===== src/hw/rtl/itoa_pkg.sv =====
// ----------------------------------------------------------------------------
// itoa_pkg
// shared widths, ascii codes and the conversion pipeline's data type
// ----------------------------------------------------------------------------
package itoa_pkg;

  localparam int unsigned VALUE_W        = 32;
  localparam int unsigned CHAR_W         = 8;
  localparam int unsigned BCD_DIGITS     = 10;
  localparam int unsigned DIGIT_IDX_W    = $clog2(BCD_DIGITS);
  localparam int unsigned BITS_PER_STAGE = 8;
  localparam int unsigned DABBLE_STAGES  = VALUE_W / BITS_PER_STAGE;

  localparam logic [CHAR_W-1:0] ASCII_ZERO  = 8'd48;
  localparam logic [CHAR_W-1:0] ASCII_NINE  = 8'd57;
  localparam logic [CHAR_W-1:0] ASCII_ONE   = 8'd49;
  localparam logic [CHAR_W-1:0] ASCII_MINUS = 8'd45;

  // ten packed decimal digits, digit 0 least significant
  typedef logic [BCD_DIGITS-1:0][3:0] bcd_t;

  // one request in flight through the double-dabble pipeline
  typedef struct packed {
    logic               neg;
    bcd_t               bcd;
    logic [VALUE_W-1:0] bin;
  } dabble_t;

endpackage


===== src/hw/rtl/signed_int_to_decimal_ascii.sv =====
// ----------------------------------------------------------------------------
// signed_int_to_decimal_ascii
// signed 32-bit integer to decimal ascii text, one character per request
// ----------------------------------------------------------------------------
// Each accepted value produces its decimal text as 1 to 11 output requests,
// most significant character first: a leading '-' for negative values, no
// leading zeros, a lone '0' for zero, and last_char_o set on the final digit.
// The most negative value gives "-2147483648". Conversion runs through an
// input register and four double-dabble stages of eight bits each, then the
// serialiser's output register. The serialiser puts out one character a
// cycle while out_stall_i is low; a value's text is 2 to 11 characters for
// negative values and 1 to 10 otherwise. The pipeline accepts new values
// while the serialiser is still sending an earlier value's text. Up to five
// further values queue in the pipeline while the output stalls; nothing is
// dropped or repeated.
// ----------------------------------------------------------------------------
module signed_int_to_decimal_ascii (
  input  logic                                  clk_i,
  input  logic                                  rst_ni,
  // input requests
  input  logic                                  in_valid_i,
  output logic                                  in_stall_o,
  input  logic signed [itoa_pkg::VALUE_W-1:0]   value_i,
  // output requests
  output logic                                  out_valid_o,
  input  logic                                  out_stall_i,
  output logic        [itoa_pkg::CHAR_W-1:0]    character_o,
  output logic                                  last_char_o
);

  // input register
  logic                          in_valid_q, in_valid_d;
  logic [itoa_pkg::VALUE_W-1:0]  in_value_q, in_value_d;
  logic                          in_ready;

  // stage 0 feeds the first dabble stage, stage k its successor
  logic              stg_valid [itoa_pkg::DABBLE_STAGES+1];
  logic              stg_ready [itoa_pkg::DABBLE_STAGES+1];
  itoa_pkg::dabble_t stg_data  [itoa_pkg::DABBLE_STAGES+1];

  assign in_ready   = !in_valid_q || stg_ready[0];
  assign in_stall_o = !in_ready;

  always_comb begin
    in_valid_d = in_valid_q;
    in_value_d = in_value_q;
    if (in_ready) begin
      in_valid_d = in_valid_i;
      if (in_valid_i) begin
        in_value_d = value_i;
      end
    end
  end

  always_ff @(posedge clk_i or negedge rst_ni) begin
    if (!rst_ni) begin
      in_valid_q <= 1'b0;
    end else begin
      in_valid_q <= in_valid_d;
    end
  end

  always_ff @(posedge clk_i) begin
    in_value_q <= in_value_d;
  end

  // magnitude as unsigned, so the most negative value maps to 2^31 intact
  always_comb begin
    stg_valid[0]    = in_valid_q;
    stg_data[0].neg = in_value_q[itoa_pkg::VALUE_W-1];
    stg_data[0].bcd = '0;
    stg_data[0].bin = in_value_q[itoa_pkg::VALUE_W-1] ? (~in_value_q + 1'b1) : in_value_q;
  end

  // binary to bcd, eight shift steps per stage
  for (genvar k = 0; k < itoa_pkg::DABBLE_STAGES; k++) begin : g_dabble
    itoa_dabble_stage u_stage (
      .clk_i       (clk_i),
      .rst_ni      (rst_ni),
      .in_valid_i  (stg_valid[k]),
      .in_ready_o  (stg_ready[k]),
      .in_data_i   (stg_data[k]),
      .out_valid_o (stg_valid[k+1]),
      .out_ready_i (stg_ready[k+1]),
      .out_data_o  (stg_data[k+1])
    );
  end

  // sign and digits out, one a cycle while the output is not stalled, from a registered output
  itoa_serialiser u_serialiser (
    .clk_i       (clk_i),
    .rst_ni      (rst_ni),
    .in_valid_i  (stg_valid[itoa_pkg::DABBLE_STAGES]),
    .in_ready_o  (stg_ready[itoa_pkg::DABBLE_STAGES]),
    .in_data_i   (stg_data[itoa_pkg::DABBLE_STAGES]),
    .out_valid_o (out_valid_o),
    .out_stall_i (out_stall_i),
    .character_o (character_o),
    .last_char_o (last_char_o)
  );

endmodule


===== src/hw/rtl/itoa_dabble_stage.sv =====
// ----------------------------------------------------------------------------
// itoa_dabble_stage
// one registered stage of shift-and-add-3 binary to bcd conversion
// ----------------------------------------------------------------------------
module itoa_dabble_stage (
  input  logic              clk_i,
  input  logic              rst_ni,
  input  logic              in_valid_i,
  output logic              in_ready_o,
  input  itoa_pkg::dabble_t in_data_i,
  output logic              out_valid_o,
  input  logic              out_ready_i,
  output itoa_pkg::dabble_t out_data_o
);

  logic              valid_q, valid_d;
  itoa_pkg::dabble_t data_q, data_d;
  itoa_pkg::dabble_t work;

  always_comb begin
    work = in_data_i;
    for (int s = 0; s < itoa_pkg::BITS_PER_STAGE; s++) begin
      for (int d = 0; d < itoa_pkg::BCD_DIGITS; d++) begin
        if (work.bcd[d] >= 4'd5) begin
          work.bcd[d] = work.bcd[d] + 4'd3;
        end
      end
      {work.bcd, work.bin} = {work.bcd, work.bin} << 1;
    end
  end

  assign in_ready_o = !valid_q || out_ready_i;

  always_comb begin
    valid_d = valid_q;
    data_d  = data_q;
    if (in_ready_o) begin
      valid_d = in_valid_i;
      if (in_valid_i) begin
        data_d = work;
      end
    end
  end

  always_ff @(posedge clk_i or negedge rst_ni) begin
    if (!rst_ni) begin
      valid_q <= 1'b0;
    end else begin
      valid_q <= valid_d;
    end
  end

  always_ff @(posedge clk_i) begin
    data_q <= data_d;
  end

  assign out_valid_o = valid_q;
  assign out_data_o  = data_q;

endmodule


===== src/hw/rtl/itoa_serialiser.sv =====
// ----------------------------------------------------------------------------
// itoa_serialiser
// turns one bcd word into a sign and digit stream, one character a cycle unless stalled
// ----------------------------------------------------------------------------
module itoa_serialiser (
  input  logic                          clk_i,
  input  logic                          rst_ni,
  input  logic                          in_valid_i,
  output logic                          in_ready_o,
  input  itoa_pkg::dabble_t             in_data_i,
  output logic                          out_valid_o,
  input  logic                          out_stall_i,
  output logic [itoa_pkg::CHAR_W-1:0]   character_o,
  output logic                          last_char_o
);

  // index of the most significant non-zero digit, zero when all are zero
  function automatic logic [itoa_pkg::DIGIT_IDX_W-1:0] lead_digit(itoa_pkg::bcd_t b);
    logic [itoa_pkg::DIGIT_IDX_W-1:0] idx;
    idx = '0;
    for (int d = 0; d < itoa_pkg::BCD_DIGITS; d++) begin
      if (b[d] != 4'd0) begin
        idx = itoa_pkg::DIGIT_IDX_W'(d);
      end
    end
    return idx;
  endfunction

  logic                             valid_q, valid_d;
  logic                             pend_q, pend_d;
  logic [itoa_pkg::CHAR_W-1:0]      char_q, char_d;
  logic                             last_q, last_d;
  itoa_pkg::bcd_t                   bcd_q, bcd_d;
  logic [itoa_pkg::DIGIT_IDX_W-1:0] pos_q, pos_d;
  logic [itoa_pkg::DIGIT_IDX_W-1:0] lead;
  logic                             take;

  assign take       = valid_q && !out_stall_i;
  assign in_ready_o = !valid_q || (take && !pend_q);
  assign lead       = lead_digit(in_data_i.bcd);

  always_comb begin
    valid_d = valid_q;
    pend_d  = pend_q;
    char_d  = char_q;
    last_d  = last_q;
    bcd_d   = bcd_q;
    pos_d   = pos_q;
    if (in_valid_i && in_ready_o) begin
      valid_d = 1'b1;
      bcd_d   = in_data_i.bcd;
      if (in_data_i.neg) begin
        char_d = itoa_pkg::ASCII_MINUS;
        last_d = 1'b0;
        pos_d  = lead;
        pend_d = 1'b1;
      end else begin
        char_d = itoa_pkg::ASCII_ZERO + {4'd0, in_data_i.bcd[lead]};
        last_d = (lead == '0);
        pos_d  = lead - 1'b1;
        pend_d = (lead != '0);
      end
    end else if (take && pend_q) begin
      char_d = itoa_pkg::ASCII_ZERO + {4'd0, bcd_q[pos_q]};
      last_d = (pos_q == '0);
      pos_d  = pos_q - 1'b1;
      pend_d = (pos_q != '0);
    end else if (take) begin
      valid_d = 1'b0;
    end
  end

  always_ff @(posedge clk_i or negedge rst_ni) begin
    if (!rst_ni) begin
      valid_q <= 1'b0;
      pend_q  <= 1'b0;
    end else begin
      valid_q <= valid_d;
      pend_q  <= pend_d;
    end
  end

  always_ff @(posedge clk_i) begin
    char_q <= char_d;
    last_q <= last_d;
    bcd_q  <= bcd_d;
    pos_q  <= pos_d;
  end

  assign out_valid_o = valid_q;
  assign character_o = char_q;
  assign last_char_o = last_q;

endmodule


===== config.mk =====
export PLATFORM = sky130hd
export DESIGN_NAME = signed_int_to_decimal_ascii
export DESIGN_NICKNAME = d
export VERILOG_FILES = /design/src/hw/rtl/itoa_pkg.sv /design/src/hw/rtl/signed_int_to_decimal_ascii.sv /design/src/hw/rtl/itoa_dabble_stage.sv /design/src/hw/rtl/itoa_serialiser.sv
export SDC_FILE = /design/constraint.sdc
export NUM_CORES = 1
export LEC_CHECK = 0
export BUFFER_PORTS_ARGS = -buffer_cell sky130_fd_sc_hd__buf_2
export CAP_MARGIN = 5
export CORE_MARGIN = 5
export CORE_UTILIZATION = 55
export CTS_CLUSTER_DIAMETER = 80
export DETAILED_ROUTE_END_ITERATION = 10
export GPL_TIMING_DRIVEN = 1
export PLACE_DENSITY = 0.72
export SETUP_SLACK_MARGIN = 0.1
export SLEW_MARGIN = 20
export SYNTH_ARGS = -nofsm -noshare
export SYNTH_HDL_FRONTEND = slang
export SYNTH_SLANG_ARGS = --single-unit

===== constraint.sdc =====
create_clock -name clk_i -period 14.7 [get_ports clk_i]
set_input_delay 1.47 -clock clk_i [delete_from_list [all_inputs] [get_ports clk_i]]
set_output_delay 1.47 -clock clk_i [all_outputs]
set_load 0.02 [all_outputs]

==> results of run 1 <==
## worst max-delay path by stage
stage          slack (ns)     startpoint                                 end
2_1_floorplan        7.55  in_value_q[0]  g_dabble[0].u_stage.out_data_o[38]
3_3_place_gp         7.11  in_value_q[0]  g_dabble[0].u_stage.out_data_o[38]
3_5_place_dp         6.81  in_value_q[0]  g_dabble[0].u_stage.out_data_o[37]
4_1_cts              6.68  in_value_q[0]  g_dabble[0].u_stage.out_data_o[38]
5_1_grt              6.10  in_value_q[0]  g_dabble[0].u_stage.out_data_o[37]
6_report             6.68  in_value_q[0]  g_dabble[0].u_stage.out_data_o[38]
## registers in the layout, indices dropped and copies added (netlist names), 4 cells and up
signal,cells
g_dabble.u_stage.out_data_o,154
g_dabble.u_stage.out_valid_o,4
in_value_q,32
u_serialiser.bcd_q,40
u_serialiser.character_o,5
u_serialiser.pos_q,4
## cells by family (layout without fill, tap and decap cells)
group           count (synthesis)  after routing  synth area share, %
compound gates               1257           1257                30.87
simple gates                 1117           1117                19.73
buf+inv                       324            338                4.401
flops                         243            243                25.65
mux                           207            207                8.127
fa+ha+maj                     154            154                6.761
xor+xnor                      137            137                4.437
other cells                     2              3              0.02652
## cell usage in the layout (no fill, tap or decap), types with 19 or more instances in the layout
cell	count
o21ai_0	249
a22oi_1	25
o21bai_1	29
and2_1	49
nor2_1	263
a21o_1	48
or3_1	45
nand3_1	79
o22ai_1	39
o211a_1	19
and3_1	26
clkbuf_16	31
nand2_1	285
a211oi_1	69
inv_1	218
a31oi_1	34
o211ai_1	72
mux2i_1	126
ha_1	149
nand2b_1	74
a21oi_1	248
a211o_1	26
o21a_1	43
edfxtp_1	236
mux2_2	69
xnor2_1	98
o31ai_1	42
xor2_1	34
or2_2	53
nor2b_1	55
a21boi_0	28
buf_2	43
nor3_1	85
## area by class of cell
type | instances | area share, %
multi-input combinational | 2875 | 65.75
sequential | 243 | 24.08
tap | 680 | 2.821
clock buffer | 40 | 2.784
inverter | 222 | 2.763
timing repair buffer | 58 | 1.128
clock inverter | 18 | 0.6721
## per-layer routing
| layer | part of all wire (%) | track usage (%) | wire (um) | vias to the layer above |
|---|---|---|---|---|
| met5 | 0 | 0 | 0 | - |
| met4 | 1.6 | 4.688 | 1013 | 0 |
| met3 | 3.7 | 2.737 | 2328 | 85 |
| met2 | 50 | 37.66 | 30810 | 505 |
| met1 | 45 | 26.92 | 28050 | 12260 |
| li1 | - | - | - | 13140 |
## cell usage after synthesis (13+ instances only)
cell	number
mux2_2	69
o21ai_1	13
o22ai_1	39
nand2b_1	74
xor2_1	34
a22oi_1	25
a211o_1	26
o211a_1	19
nand3_1	79
or2_2	53
edfxtp_1	236
nor4_1	16
inv_1	218
nor2_1	263
mux2i_1	126
or3_1	45
a211oi_1	69
nor3_1	85
o21a_1	43
a2bb2oi_1	15
or4_1	14
o21bai_1	29
nor2b_1	56
o221ai_1	16
a31oi_1	35
o32ai_1	14
and3_1	26
nand2_1	285
o211ai_1	72
ha_1	149
a21o_1	48
xnor2_1	98
o31ai_1	42
o31a_1	13
and2_1	49
o21ai_0	250
a221oi_1	17
nand4_1	13
clkbuf_1	84
a21oi_1	248
a21boi_0	28
## per-stage QoR
| step | instances | hold slack [ns] | worst slack (ns) | util, % |
|---|---|---|---|---|
| 2_1_floorplan | 3442 | 0.4003 | 7.548 | - |
| 3_3_place_gp | 4076 | 0.4019 | 7.113 | 56.82 |
| 3_5_place_dp | 4076 | 0.4045 | 6.814 | 56.82 |
| 4_1_cts | 4134 | 0.4129 | 6.675 | 58.86 |
| 5_1_grt | 4136 | 0.4280 | 6.099 | 58.91 |
| 6_report | 4136 | 0.4093 | 6.680 | 58.91 |
==> flow_summary.json, run 1 <==
{
  "ys.flop_type": "edfxtp_1",
  "min_period_over_period_pct": 54.56,
  "drc": 0,
  "hold_class": "flop to flop",
  "ant_nets": 0,
  "setup_tns_ns": 0,
  "start_kind": "flop",
  "hold_violations": 0,
  "layout_min_cycle_time_ns": 8.020,
  "ios": 47,
  "dp_hpwl_mm": 47.32,
  "cts_resized": 0,
  "hold_path_startpoint": "g_dabble[0].u_stage.out_data_o[17]",
  "syn2layout_area_growth_pct": 6.523,
  "die_area_um2": 56120,
  "r2r_cells": 33,
  "cts-root-buf": "clkbuf_16",
  "drv_cap": 0,
  "layout.nets": 3616,
  "synth_edf_count": 236,
  "via_per_inst": 6.282,
  "drive_above_1_share_pct": 9.201,
  "grt_max_degree": 46,
  "routedWlPerCell_um": 15.04,
  "drv_slew": 0,
  "critPathBufInv": 6,
  "drt-total-wl_mm": 62.20,
  "ys_types": 111,
  "holdPathEnd": "g_dabble[1].u_stage.out_data_o[25]",
  "yosys_warnings": 0,
  "ys_top_cells_by_area": "edfxtp_1, ha_1, mux2i_1, o21ai_0, a21oi_1",
  "worstMarginPinSlew_ns": 1.040,
  "avgSynthCellArea_um2": 8.228,
  "cpMaxStageDelayCell": "or4_4",
  "num_rows": 83,
  "finalClockSkew_ns": 0.04036,
  "ys_seq_area_share_pct": 25.65,
  "multi_input_area_um2": 19830,
  "htreeDepth": 1,
  "numCtsBuffers": 31,
  "firstDrtPassIters": 6,
  "crit_cells": 33,
  "grt_pass1_wl_mm": 107.0,
  "cp_slowest_stage_delay_ns": 0.57,
  "yosys_register_bits": 243,
  "antennaDiodeCount": 0,
  "synth-async-reset-ratio_pct": 2.881,
  "cts_tree": "built",
  "r2r-start": "in_value_q[0]",
  "synth_top_area_cell": "edfxtp_1",
  "critPathArrivalTime_ns": 8.35,
  "design_area_um2": 30160,
  "worst_ep_required_time_ns": 15.03,
  "finalSetupViolations": 0,
  "clock-sinks": 243,
  "grt.overflow.total": 0,
  "grt_usage_pct": 20.95,
  "crit_fanout": 5,
  "cts_setup_buffers": 0,
  "fill_cells": 4407,
  "clkSlewWorstSetupHoldPaths_ns": 0.07,
  "clock.fmax_mhz": 124.7,
  "gp_congestion": 0.8656,
  "grt_pass1_vias": 24200,
  "path_class": "flop to flop",
  "antenna_found_initial": 0,
  "hold_buffers": 0,
  "reg2reg_slack_ns": 6.68,
  "place_area_um2": 29090,
  "io_buffers": 43,
  "maxSlewHeadroom_pct": 30.68,
  "register_area_um2": 7262,
  "via_count": 25980,
  "start_util_pct": 55.30,
  "status": "finished clean",
  "rsz0062_at_grt": "no",
  "syn_inst": 3441,
  "die_x_um": 236.9,
  "die_h_um": 236.9,
  "netlist.area_leader.share_pct": 25.03,
  "cts_buffer_depth": 3,
  "clk_latency_ns": 0.60,
  "path_common_cell": "ha_1",
  "reg2reg_to": "g_dabble[0].u_stage.out_data_o[38]",
  "drt_iter0_markers": 2040,
  "worst_path_dominant_cell_family": "simple AND/OR/NAND/NOR gates",
  "core_area_um2": 51200,
  "hold_path_depth": 0,
  "worstSetupEndpointType": "flop",
  "netlist_area_um2": 28310
}
Power of run 1 is left out: the tool's default activity adds up to more than one toggle a clock period on the data nets, which glitch-free logic cannot reach.
==> run 2: changes to the inputs <==
Settings changed: PLACE_DENSITY 0.72 to 0.75.
Clock period 14.7 ns to 6.75 ns, I/O delays scaled along.
==> flow_summary.json, run 2 (synthesis results as in run 1) <==
{
  "drc": 0,
  "finalSetupViolations": 0,
  "start_util_pct": 55.30,
  "antenna_found_initial": 0,
  "cpMaxStageDelayCell": "or4_4",
  "reg2reg_slack_ns": 0.10,
  "rsz0062_at_grt": "yes",
  "die_area_um2": 56120,
  "die_h_um": 236.9,
  "hold_class": "input pin to flop",
  "via_count": 26450,
  "drv_cap": 0,
  "status": "finished clean",
  "numCtsBuffers": 31,
  "via_per_inst": 6.109,
  "crit_fanout": 3,
  "drive_above_1_share_pct": 21.38,
  "syn2layout_area_growth_pct": 16.95,
  "ios": 47,
  "layout_min_cycle_time_ns": 6.648,
  "path_class": "flop to flop",
  "layout.nets": 3810,
  "r2r-start": "in_value_q[0]",
  "hold_violations": 0,
  "cts-root-buf": "clkbuf_16",
  "die_x_um": 236.9,
  "grt_max_degree": 42,
  "grt_pass1_vias": 23120,
  "drt_iter0_markers": 1877,
  "multi_input_area_um2": 21330,
  "drt-total-wl_mm": 62.94,
  "maxSlewHeadroom_pct": 33.56,
  "crit_cells": 33,
  "r2r_cells": 33,
  "clock.fmax_mhz": 150.4,
  "final_cell_mix": "nand2_1, nor2_1, edfxtp_1, a21oi_1, o21ai_0",
  "cp-startpoint": "in_value_q[0]",
  "worst_path_dominant_cell_family": "simple AND/OR/NAND/NOR gates",
  "num_rows": 83,
  "clkSlewWorstSetupHoldPaths_ns": 0.06,
  "final_util_pct": 64.67,
  "largest_register_ffs": 154,
  "grt.overflow.total": 0,
  "dp_hpwl_mm": 44.65,
  "worstMarginPinSlew_ns": 0.9967,
  "grt_usage_pct": 19.93,
  "clk_latency_ns": 0.59,
  "holdWs_ns": 0.2569,
  "firstDrtPassIters": 6,
  "final.setup.worst_slack_ns": 0.1018,
  "setup_tns_ns": 0,
  "routedWlPerCell_um": 14.54,
  "ant_nets": 0,
  "finalClockSkew_ns": 0.03937,
  "worst_ep_required_time_ns": 7.09,
  "antennaDiodeCount": 0,
  "layout_commonest_cell": "nand2_1",
  "worstSetupEndpointType": "flop",
  "io_buffers": 43,
  "gp_congestion": 0.8528,
  "cp-endpoint": "g_dabble[0].u_stage.out_data_o[38]",
  "clock-sinks": 243,
  "fill_cells": 4147,
  "cts_buffer_depth": 3,
  "critPathArrivalTime_ns": 6.98,
  "critPathBufInv": 6,
  "register_area_um2": 7262,
  "drv_slew": 0,
  "core_area_um2": 51200,
  "cp_slowest_stage_delay_ns": 0.56,
  "dp_slack_ns": -0.1812,
  "reg2reg_to": "g_dabble[0].u_stage.out_data_o[38]",
  "start_kind": "flop",
  "hold_path_startpoint": "value_i[24]",
  "htreeDepth": 1,
  "min_period_over_period_pct": 98.49,
  "grt_pass1_wl_mm": 102.3,
  "cts_tree": "built"
}
[run 2: cell types whose count changed in the layout (fill, tap and decap cells not counted), sizes merged]
cell and change:
dlygate4sd3 +1, clkinvlp +4, buf +194, inv -1, clkbuf -5
[run 2: cell type report]
type	instances	area share (%)
clock buffers	36	2.460
repair buffers	252	5.456
clock inverters	21	0.6386
well taps	680	2.570
multi-input cells	2875	64.42
flip-flops and latches	243	21.93
inverters	222	2.524
[run 2: how the worst min path moves through the flow]
| stage | end | slack, ns | cells after the start |
|---|---|---|---|
| final | in_value_q[24] | 0.26 | 1 |
| after global routing | in_value_q[11] | 0.24 | 1 |
| after CTS | in_value_q[24] | 0.22 | 1 |
| after detailed placement | g_dabble[1].u_stage.out_data_o[16] | 0.40 | 0 |
| after global placement | g_dabble[2].u_stage.out_data_o[29] | 0.40 | 0 |
| after floorplan | g_dabble[0].u_stage.out_valid_o | 0.38 | 0 |
[run 2: repair_timing]
action,CTS,global route
hold buffers,1,0
gates resized for setup,22,304
pin swaps,14,83
buffers inserted,10,66
endpoints found under the setup margin,28,83
hold endpoints to repair,7,0
[run 2: stage by stage]
stage	cells	instance area [um2]
finish	4329	33110
detailed placement	4194	30150
global placement	4194	30150
global route	4329	33110
CTS	4262	31340
floorplan	3442	28490
[run 2: routing by layer]
layer / share of wire, % / vias to the layer above / track usage, %
li1: - / 13550 / -
met1: 46 / 12310 / 27.87
met2: 49 / 528 / 34.48
met3: 3.6 / 61 / 1.817
met4: 1.2 / 0 / 2.956
met5: 0 / - / 0
[run 2: worst reg2reg max path, delay by kind of cell, from the launching register on]
family / cells / cell delay [ns]
flops: 1 / 0.40
buf+inv: 6 / 0.39
compound gates: 7 / 0.91
simple gates: 9 / 2.61
xor+xnor: 4 / 0.75
fa+ha+maj: 7 / 1.33
Power of run 2 is left out for the same reason.
